File: config.mk
export PLATFORM = sky130hd
export DESIGN_NAME = lms_adaptive_fir
export DESIGN_NICKNAME = d
export VERILOG_FILES = /design/src/rtl/lms_pkg.sv /design/src/rtl/lms_ram.sv /design/src/rtl/lms_mul.sv /design/src/rtl/lms_adaptive_fir.sv
export SDC_FILE = /design/constraint.sdc
export NUM_CORES = 2
export LEC_CHECK = 0
export BUFFER_PORTS_ARGS = -buffer_cell sky130_fd_sc_hd__buf_4
export CAP_MARGIN = 5
export CORE_ASPECT_RATIO = 1.5
export CORE_MARGIN = 2
export CORE_UTILIZATION = 23
export DETAILED_ROUTE_END_ITERATION = 16
export SETUP_SLACK_MARGIN = 0.5
export SLEW_MARGIN = 10
export SYNTH_ARGS = -nofsm -noshare
export SYNTH_HDL_FRONTEND = slang
export SYNTH_SLANG_ARGS = --single-unit
File: constraint.sdc
create_clock -name clk -period 22.1 [get_ports clk]
set_clock_uncertainty 0.05 [all_clocks]
set_input_delay 2.21 -clock clk [delete_from_list [all_inputs] [get_ports clk]]
set_output_delay 2.21 -clock clk [all_outputs]
set_load 0.005 [all_outputs]
File: src/rtl/lms_pkg.sv
// Shared types and constants of the LMS adaptive FIR filter.
package lms_pkg;

  localparam int OP_W     = 2;
  localparam int SAMPLE_W = 16;
  localparam int WEIGHT_W = 24;
  localparam int GAIN_W   = 15;

  // Shared multiplier operand and product widths
  localparam int MUL_A_W = 31;
  localparam int MUL_B_W = 16;
  localparam int MUL_P_W = MUL_A_W + MUL_B_W;

  // Fixed-point shifts: error back to Q1.15, update term back to Q4.20
  localparam int ERR_SHIFT = 20;
  localparam int UPD_SHIFT = 24;

  localparam int APB_DATA_W = 32;
  localparam int APB_ADDR_W = 3;

  localparam logic [OP_W-1:0] OP_FILTER = 2'd0;
  localparam logic [OP_W-1:0] OP_ADAPT  = 2'd1;
  localparam logic [OP_W-1:0] OP_CLEAR  = 2'd2;

  localparam logic REG_STEP_GAIN = 1'b0;

  localparam logic [GAIN_W-1:0] STEP_GAIN_RESET = 15'd16384;

  typedef enum logic [3:0] {
    ST_IDLE,
    ST_CLEAR,
    ST_PUSH,
    ST_MAC,
    ST_ERR,
    ST_SAT,
    ST_GAIN,
    ST_GLAT,
    ST_UPD,
    ST_DONE
  } lms_state_t;

endpackage

File: src/rtl/lms_ram.sv
// Generic simple dual-port RAM: one write port, one registered read port.
module lms_ram #(
  parameter int WIDTH = 16,
  parameter int DEPTH = 64
) (
  input  logic                     clk,
  input  logic                     we,
  input  logic [$clog2(DEPTH)-1:0] waddr,
  input  logic [WIDTH-1:0]         wdata,
  input  logic [$clog2(DEPTH)-1:0] raddr,
  output logic [WIDTH-1:0]         rdata
);

  logic [WIDTH-1:0] mem [DEPTH];

  always_ff @(posedge clk) begin
    if (we) begin
      mem[waddr] <= wdata;
    end
    rdata <= mem[raddr];
  end

endmodule

File: src/rtl/lms_mul.sv
// Shared signed multiplier with a registered product.
module lms_mul (
  input  logic                                clk,
  input  logic signed [lms_pkg::MUL_A_W-1:0] a,
  input  logic signed [lms_pkg::MUL_B_W-1:0] b,
  output logic signed [lms_pkg::MUL_P_W-1:0] p_r
);

  logic signed [lms_pkg::MUL_P_W-1:0] p_nxt;

  always_comb begin
    p_nxt = lms_pkg::MUL_P_W'(a) * lms_pkg::MUL_P_W'(b);
  end

  always_ff @(posedge clk) begin
    p_r <= p_nxt;
  end

endmodule

File: src/rtl/lms_adaptive_fir.sv
// LMS adaptive FIR filter top level: sequencer, accumulator and tap memories.
//
// Input channel (in_valid/in_ready): op, sample and desired per item. Output
// channel (out_valid/out_ready): one error value per item, held in an output
// register, so the next item is taken while a result still waits.
// Configuration: APB-style write of step_gain at byte address 0, no wait states.
//
// One item is in flight at a time; in_ready is high only in the idle state.
// All taps go through one shared multiplier and one read port per array,
// one tap per cycle. What each op does:
//   op 0 (and 3): one pass over the taps
//   op 1:         estimate pass plus update pass
//   op 2:         zero both arrays, entry by entry
// The block returns to the idle state before it takes the next item.
//
// After reset the block sweeps both arrays to zero, entry by entry, and holds
// in_ready low meanwhile; step_gain returns to 1.0. If the receiver stalls,
// the finished result waits in the output register and a following result
// waits in the sequencer until the register frees up.
module lms_adaptive_fir #(
  parameter int TAPS = 64
) (
  input  logic                                  clk,
  input  logic                                  rst_n,
  input  logic                                  in_valid,
  output logic                                  in_ready,
  input  logic [lms_pkg::OP_W-1:0]              in_op,
  input  logic signed [lms_pkg::SAMPLE_W-1:0]   in_sample,
  input  logic signed [lms_pkg::SAMPLE_W-1:0]   in_desired,
  output logic                                  out_valid,
  input  logic                                  out_ready,
  output logic signed [lms_pkg::SAMPLE_W-1:0]   out_error,
  input  logic                                  psel,
  input  logic                                  penable,
  input  logic                                  pwrite,
  input  logic [lms_pkg::APB_ADDR_W-1:0]        paddr,
  input  logic [lms_pkg::APB_DATA_W-1:0]        pwdata,
  output logic [lms_pkg::APB_DATA_W-1:0]        prdata,
  output logic                                  pready
);

  localparam int PTR_W = $clog2(TAPS);
  localparam int CNT_W = $clog2(TAPS + 1);
  localparam int ACC_W = 41 + PTR_W;
  localparam int SW    = lms_pkg::SAMPLE_W;
  localparam int WW    = lms_pkg::WEIGHT_W;
  localparam int PW    = lms_pkg::MUL_P_W;
  localparam int DW    = PW - lms_pkg::UPD_SHIFT;

  localparam logic [PTR_W-1:0] LAST_IDX = PTR_W'(TAPS - 1);
  localparam logic [CNT_W-1:0] CNT_END  = CNT_W'(TAPS);

  localparam logic signed [ACC_W-1:0] ERR_RND = ACC_W'(1) <<< (lms_pkg::ERR_SHIFT - 1);
  localparam logic signed [ACC_W-1:0] ERR_MAX = ACC_W'(32767);
  localparam logic signed [ACC_W-1:0] ERR_MIN = -ACC_W'(32768);
  localparam logic signed [PW-1:0]    UPD_RND = PW'(1) <<< (lms_pkg::UPD_SHIFT - 1);
  localparam logic signed [WW:0]      W_MAX   = (WW + 1)'((1 <<< (WW - 1)) - 1);
  localparam logic signed [WW:0]      W_MIN   = -(WW + 1)'(1 <<< (WW - 1));

  lms_pkg::lms_state_t state_r, state_nxt;

  logic [lms_pkg::GAIN_W-1:0]        step_gain_r, step_gain_nxt;
  logic [PTR_W-1:0]                  ptr_r, ptr_nxt;
  logic [CNT_W-1:0]                  k_r, k_nxt;
  logic [PTR_W-1:0]                  idx_r, idx_nxt;
  logic                              rd_v_r, rd_v_nxt;
  logic                              mul_v_r, mul_v_nxt;
  logic                              clr_res_r, clr_res_nxt;
  logic                              out_valid_r, out_valid_nxt;

  logic [lms_pkg::OP_W-1:0]          op_r, op_nxt;
  logic signed [SW-1:0]              sample_r, sample_nxt;
  logic signed [SW-1:0]              desired_r, desired_nxt;
  logic signed [ACC_W-1:0]           acc_r, acc_nxt;
  logic signed [SW-1:0]              err_r, err_nxt;
  logic signed [lms_pkg::MUL_A_W-1:0] ge_r, ge_nxt;
  logic [PTR_W-1:0]                  rk_r, rk_nxt;
  logic [PTR_W-1:0]                  mk_r, mk_nxt;
  logic signed [WW-1:0]              w_hold_r, w_hold_nxt;
  logic signed [SW-1:0]              out_error_r, out_error_nxt;

  logic                              h_we, w_we;
  logic [PTR_W-1:0]                  h_waddr, w_waddr;
  logic [SW-1:0]                     h_wdata;
  logic [WW-1:0]                     w_wdata;
  logic [SW-1:0]                     h_rdata;
  logic [WW-1:0]                     w_rdata;

  logic signed [lms_pkg::MUL_A_W-1:0] mul_a;
  logic signed [lms_pkg::MUL_B_W-1:0] mul_b;
  logic signed [PW-1:0]               mul_p;

  logic [PTR_W-1:0]                  newest;
  logic                              cfg_wr;
  logic signed [ACC_W-1:0]           err_shr;
  logic signed [PW-1:0]              upd_rnd;
  logic signed [DW-1:0]              delta;
  logic signed [WW:0]                w_sum;

  lms_ram #(.WIDTH(SW), .DEPTH(TAPS)) u_hist_ram (
    .clk   (clk),
    .we    (h_we),
    .waddr (h_waddr),
    .wdata (h_wdata),
    .raddr (idx_r),
    .rdata (h_rdata)
  );

  lms_ram #(.WIDTH(WW), .DEPTH(TAPS)) u_wgt_ram (
    .clk   (clk),
    .we    (w_we),
    .waddr (w_waddr),
    .wdata (w_wdata),
    .raddr (k_r[PTR_W-1:0]),
    .rdata (w_rdata)
  );

  lms_mul u_mul (
    .clk (clk),
    .a   (mul_a),
    .b   (mul_b),
    .p_r (mul_p)
  );

  assign in_ready  = (state_r == lms_pkg::ST_IDLE);
  assign out_valid = out_valid_r;
  assign out_error = out_error_r;
  assign pready    = 1'b1;
  assign cfg_wr    = psel & penable & pwrite;

  always_comb begin
    prdata = '0;
    if (paddr[2] == lms_pkg::REG_STEP_GAIN) begin
      prdata = lms_pkg::APB_DATA_W'(step_gain_r);
    end
  end

  always_comb begin
    newest  = (ptr_r == '0) ? LAST_IDX : ptr_r - PTR_W'(1);
    err_shr = acc_r >>> lms_pkg::ERR_SHIFT;
    upd_rnd = mul_p + UPD_RND;
    delta   = upd_rnd[PW-1:lms_pkg::UPD_SHIFT];
    w_sum   = (WW + 1)'(w_hold_r) + (WW + 1)'(delta);
  end

  always_comb begin
    state_nxt     = state_r;
    step_gain_nxt = step_gain_r;
    ptr_nxt       = ptr_r;
    k_nxt         = k_r;
    idx_nxt       = idx_r;
    rd_v_nxt      = 1'b0;
    mul_v_nxt     = 1'b0;
    clr_res_nxt   = clr_res_r;
    out_valid_nxt = out_valid_r & ~out_ready;
    op_nxt        = op_r;
    sample_nxt    = sample_r;
    desired_nxt   = desired_r;
    acc_nxt       = acc_r;
    err_nxt       = err_r;
    ge_nxt        = ge_r;
    rk_nxt        = k_r[PTR_W-1:0];
    mk_nxt        = rk_r;
    w_hold_nxt    = $signed(w_rdata);
    out_error_nxt = out_error_r;
    h_we          = 1'b0;
    h_waddr       = newest;
    h_wdata       = sample_r;
    w_we          = 1'b0;
    w_waddr       = mk_r;
    w_wdata       = w_sum[WW-1:0];
    mul_a         = lms_pkg::MUL_A_W'($signed(w_rdata));
    mul_b         = $signed(h_rdata);

    if (cfg_wr && paddr[2] == lms_pkg::REG_STEP_GAIN) begin
      step_gain_nxt = pwdata[lms_pkg::GAIN_W-1:0];
    end

    unique case (state_r)
      lms_pkg::ST_IDLE: begin
        if (in_valid) begin
          op_nxt      = in_op;
          sample_nxt  = in_sample;
          desired_nxt = in_desired;
          k_nxt       = '0;
          if (in_op == lms_pkg::OP_CLEAR) begin
            clr_res_nxt = 1'b1;
            err_nxt     = '0;
            state_nxt   = lms_pkg::ST_CLEAR;
          end else begin
            state_nxt = lms_pkg::ST_PUSH;
          end
        end
      end

      lms_pkg::ST_CLEAR: begin
        h_we    = 1'b1;
        h_waddr = k_r[PTR_W-1:0];
        h_wdata = '0;
        w_we    = 1'b1;
        w_waddr = k_r[PTR_W-1:0];
        w_wdata = '0;
        k_nxt   = k_r + CNT_W'(1);
        if (k_r[PTR_W-1:0] == LAST_IDX) begin
          ptr_nxt   = '0;
          state_nxt = clr_res_r ? lms_pkg::ST_DONE : lms_pkg::ST_IDLE;
        end
      end

      lms_pkg::ST_PUSH: begin
        h_we      = 1'b1;
        ptr_nxt   = newest;
        idx_nxt   = newest;
        k_nxt     = '0;
        acc_nxt   = '0;
        state_nxt = lms_pkg::ST_MAC;
      end

      lms_pkg::ST_MAC, lms_pkg::ST_UPD: begin
        // Issue one tap read per cycle; the registered read data comes back in the next cycle.
        if (k_r != CNT_END) begin
          rd_v_nxt = 1'b1;
          k_nxt    = k_r + CNT_W'(1);
          idx_nxt  = (idx_r == LAST_IDX) ? '0 : idx_r + PTR_W'(1);
        end
        mul_v_nxt = rd_v_r;
        if (state_r == lms_pkg::ST_UPD) begin
          mul_a = ge_r;
          if (mul_v_r) begin
            w_we = 1'b1;
            if (w_sum > W_MAX) begin
              w_wdata = W_MAX[WW-1:0];
            end else if (w_sum < W_MIN) begin
              w_wdata = W_MIN[WW-1:0];
            end
          end
        end else if (mul_v_r) begin
          acc_nxt = acc_r + ACC_W'(mul_p);
        end
        if (k_r == CNT_END && !rd_v_r && !mul_v_r) begin
          state_nxt = (state_r == lms_pkg::ST_MAC) ? lms_pkg::ST_ERR : lms_pkg::ST_DONE;
        end
      end

      lms_pkg::ST_ERR: begin
        acc_nxt   = (ACC_W'(desired_r) <<< lms_pkg::ERR_SHIFT) - acc_r + ERR_RND;
        state_nxt = lms_pkg::ST_SAT;
      end

      lms_pkg::ST_SAT: begin
        if (err_shr > ERR_MAX) begin
          err_nxt = ERR_MAX[SW-1:0];
        end else if (err_shr < ERR_MIN) begin
          err_nxt = ERR_MIN[SW-1:0];
        end else begin
          err_nxt = err_shr[SW-1:0];
        end
        state_nxt = (op_r == lms_pkg::OP_ADAPT) ? lms_pkg::ST_GAIN : lms_pkg::ST_DONE;
      end

      lms_pkg::ST_GAIN: begin
        mul_a     = lms_pkg::MUL_A_W'(err_r);
        mul_b     = $signed({1'b0, step_gain_r});
        state_nxt = lms_pkg::ST_GLAT;
      end

      lms_pkg::ST_GLAT: begin
        ge_nxt    = mul_p[lms_pkg::MUL_A_W-1:0];
        k_nxt     = '0;
        idx_nxt   = ptr_r;
        state_nxt = lms_pkg::ST_UPD;
      end

      lms_pkg::ST_DONE: begin
        // Hold the result until the output register frees up.
        if (!out_valid_r || out_ready) begin
          out_valid_nxt = 1'b1;
          out_error_nxt = err_r;
          clr_res_nxt   = 1'b0;
          state_nxt     = lms_pkg::ST_IDLE;
        end
      end

      default: begin
        state_nxt = lms_pkg::ST_IDLE;
      end
    endcase
  end

  always_ff @(posedge clk) begin
    if (!rst_n) begin
      state_r     <= lms_pkg::ST_CLEAR;
      step_gain_r <= lms_pkg::STEP_GAIN_RESET;
      ptr_r       <= '0;
      k_r         <= '0;
      idx_r       <= '0;
      rd_v_r      <= 1'b0;
      mul_v_r     <= 1'b0;
      clr_res_r   <= 1'b0;
      out_valid_r <= 1'b0;
    end else begin
      state_r     <= state_nxt;
      step_gain_r <= step_gain_nxt;
      ptr_r       <= ptr_nxt;
      k_r         <= k_nxt;
      idx_r       <= idx_nxt;
      rd_v_r      <= rd_v_nxt;
      mul_v_r     <= mul_v_nxt;
      clr_res_r   <= clr_res_nxt;
      out_valid_r <= out_valid_nxt;
    end
  end

  always_ff @(posedge clk) begin
    op_r        <= op_nxt;
    sample_r    <= sample_nxt;
    desired_r   <= desired_nxt;
    acc_r       <= acc_nxt;
    err_r       <= err_nxt;
    ge_r        <= ge_nxt;
    rk_r        <= rk_nxt;
    mk_r        <= mk_nxt;
    w_hold_r    <= w_hold_nxt;
    out_error_r <= out_error_nxt;
  end

endmodule

==> results.md <==
- Root buffer cell: clkbuf_16
- Share of cells above drive strength 1: 21.2%
- Routability Congestion: 0.875
- Initial core utilization: 23.1%
- Count of cell types in the netlist: 91
- Vias: 68,772
- Most common cell after layout, fill and taps aside: edfxtp_1
- Sw Pwr: 7390 uW
- Final Hold Fails: 0
- Leakage: 0.0497 uW
- Worst-path clk slew: 70 ps
- Clock share of power: 23.5%
- I/O pin cnt: 127
- Placed cells: 15,048
- Num CTS Buffers: 266
- Syn Area/Cell: 17.4 sq um
- Sw frac: 37.9%
- Max clock buf depth: 4
- Post-synthesis sequential area ratio: 64.4%
- Worst-path fanout max: 40
- Storage cell area: 84,500 sq um
- Asr flop ratio synth: 0%
- Pwr Density: 129 nW/um^2
- Core Area: 568,000 sq um
- Slowest CP cell: a221oi_1
- Fill count: 56,835
- Final period util: 44.2%
- Die footprint: 577,000 sq um
- Chip Width: 621 microns
- #FFs+latches synth: 2,869
- Design area: 151,000 sq um
- Hold depth: 0
- First-pass GRT wire length: 512 mm
- Measured slew at the worst slew-check pin: 1250 ps
- WP data required: 22,750 ps
- Routed WL: 358 mm
- Cell Count, Final, Fillers Out: 15,515
- Core Rows: 339
- Number of synthesis warnings: 0
- Reg2Reg Setup Slack: 12,340 ps
- WL per Instance: 23.1 microns
- Worst vdd ir: 0.285 mV
- Via-to-Cell Ratio: 4.43
- MaxCap Viol Count: 0
- Crit end category: flip-flop
- Max Slew Vio Count: 0
- Setup TNS: 0 ps
- Drt pass-1 iters: 5
- Clk sinks: 2,869
- DRC marker count from the first detailed-route iteration: 5,561
- Worst Path Arrival: 10,410 ps
- Tmin final: 9760 ps
- Outcome: completed
- Dpl hpwl: 230 mm
- Max Freq: 0.102 GHz
- Pint: 12,100 uW
- Post-synth top flop: edfxtp_1
- IO buf count: 89
- Area occupied by multi-input gates: 43,800 sq um
- Seq pwr share: 31.8%
- Drt drc: 0
- Worst min-delay path class: flip-flop to flip-flop
- Vias in the first global route: 72,014
- Htree depth: 5
- Kind of critical path: flip-flop to flip-flop
- Post-DP Area: 142,000 sq um
- GRT Total Usage: 12.2%
- Clock latency on the worst-skew pair: 890 ps
- Worst setup SP type: flip-flop
- Mapped cell area: 131,000 sq um
- Worst R2R Path Depth: 29
- Post CTS Setup Buffer Count: 0
- Final Setup Violations: 0
- Layout Nets: 8,580
- Cells after synthesis: 7,557
- Die Ht: 929 microns
- Hold_buf cts: 0
- Combinational Power Share: 44.7%
- Largest net degree at the start of global routing: 123
- Initial antenna violation count: 26
- Most frequent cells in the layout: edfxtp_1 (2,704), mux4_2 (817), inv_1 (621)
- Post-cts gate resize count: 0
- Number of synthesized flops with an enable pin: 2,704
- Grt total ovfl: 0
- Area grow syn2layout: 15.0%
- CP max stage delay: 980 ps
- CTS tree: yes
- RSZ-0062 raised after global routing: no
- Most used cell, CP: fa_1
- Post-DRT Antenna Nets: 0
- Slew HR: 15.2%
worst paths after layout:
check                               start                     to
setup / recovery  state_r[1]$_SDFFE_PN0P_  u_mul.p_r[46]$_DFF_P_
hold / removal          mk_nxt[1]$_DFF_P_        mk_r[1]$_DFF_P_
setup reg to reg  state_r[1]$_SDFFE_PN0P_  u_mul.p_r[46]$_DFF_P_
hold reg to reg         mk_nxt[1]$_DFF_P_        mk_r[1]$_DFF_P_
registers in the layout, indices dropped and copies added, names as in the netlist, 4 cells and up:
name and cells:
mk_nxt 6, err_r 16, u_hist_ram.rdata 16, step_gain_r 15
acc_r 47, w_hold_r 24, idx_r 6, sample_r 16
ge_r 31, out_error 16, u_wgt_ram.rdata 24, ptr_r 6
state_r 4, u_mul.p_r 47, mk_r 6, desired_r 16
u_wgt_ram.mem 1536, u_hist_ram.mem 1024, k_r 7
worst max-delay path: cells and delay by family, from the launching register on:
kind	cells	cell delay (ps)
compound gates	8	2980
xor+xnor	1	80
fa+ha+maj	7	3510
buf+inv	6	950
flops	1	510
simple gates	7	1470
routing by layer:
layer	up-vias	routed length, microns	global-route usage (%)
met5	-	0	0
met1	36707	131000	13.7
met2	2149	191000	22.8
met3	723	16100	1.27
li1	29193	-	-
met4	0	19000	5.73
power by group through the flow:
stage          Combinational [uW]  Sequential (uW)  Clock (uW)
2_1_floorplan                5880             6230           0
3_3_place_gp                 8610             6310           0
3_5_place_dp                 8560             6310           0
4_1_cts                      8700             6190        4670
5_1_grt                      9570             6190        4840
6_report                     8700             6190        4570
Yosys cell counts, drive strengths merged (5+ instances only):
cell type	instances	area share [%]
nand4	15	0.072
a21boi	20	0.11
o221ai	5	0.043
o31ai	12	0.083
a22oi	17	0.097
nand2b	29	0.14
edfxtp	2704	62
a41oi	5	0.033
mux4	817	14
nor3	42	0.19
fa	474	7.2
nor2	489	1.4
o22ai	49	0.23
xnor2	119	0.79
dfxtp	165	2.5
mux2	18	0.15
a221oi	18	0.14
clkbuf	196	0.56
nor3b	10	0.057
mux2i	39	0.30
a21oi	159	0.61
and3	33	0.16
or3	9	0.047
nand2	505	1.4
a221o	16	0.12
xor2	68	0.45
nor2b	55	0.26
and2	54	0.26
nor4	8	0.043
o211ai	7	0.040
a21o	62	0.35
o21a	21	0.12
a2111oi	6	0.045
nand3	53	0.20
inv	624	1.8
o21ai	124	0.48
ha	215	2.1
a211o	6	0.040
o21bai	23	0.13
a31oi	26	0.12
buf	148	0.56
a211oi	33	0.19
logic make-up after synthesis:
family                   count (synthesis)  synth area share [%]
flip-flops                            2869                  64.4
XOR/XNOR                               187                  1.25
other                                    2               0.00572
AND/OR/NAND/NOR                       1320                  4.39
multiplexers                           874                  14.5
adder cells (fa/ha/maj)                689                  9.28
buffers and inverters                  968                  2.91
AO/OA/AOI/OAI                          648                  3.27
stage by stage:
step	total power, uW	utilization (%)	worst slack [ps]	hold WS (ps)
3_3_place_gp	14900	25.1	12360	260
5_1_grt	20600	26.6	11960	292
4_1_cts	19600	26.6	12430	278
3_5_place_dp	14900	25.1	12510	262
6_report	19500	26.6	12340	281
2_1_floorplan	12100	-	14430	260
final cells by class:
cell class                 count  area share [%]
antenna                        8          0.0133
clock buffer                 318            4.65
clock inverter               140           0.929
inverter                     624            1.55
multi-input combinational   3736            29.0
sequential                  2869            56.0
tap                         7502            6.22
timing repair buffer         318            1.62
No activity file was read; power rests on OpenSTA's default activity.
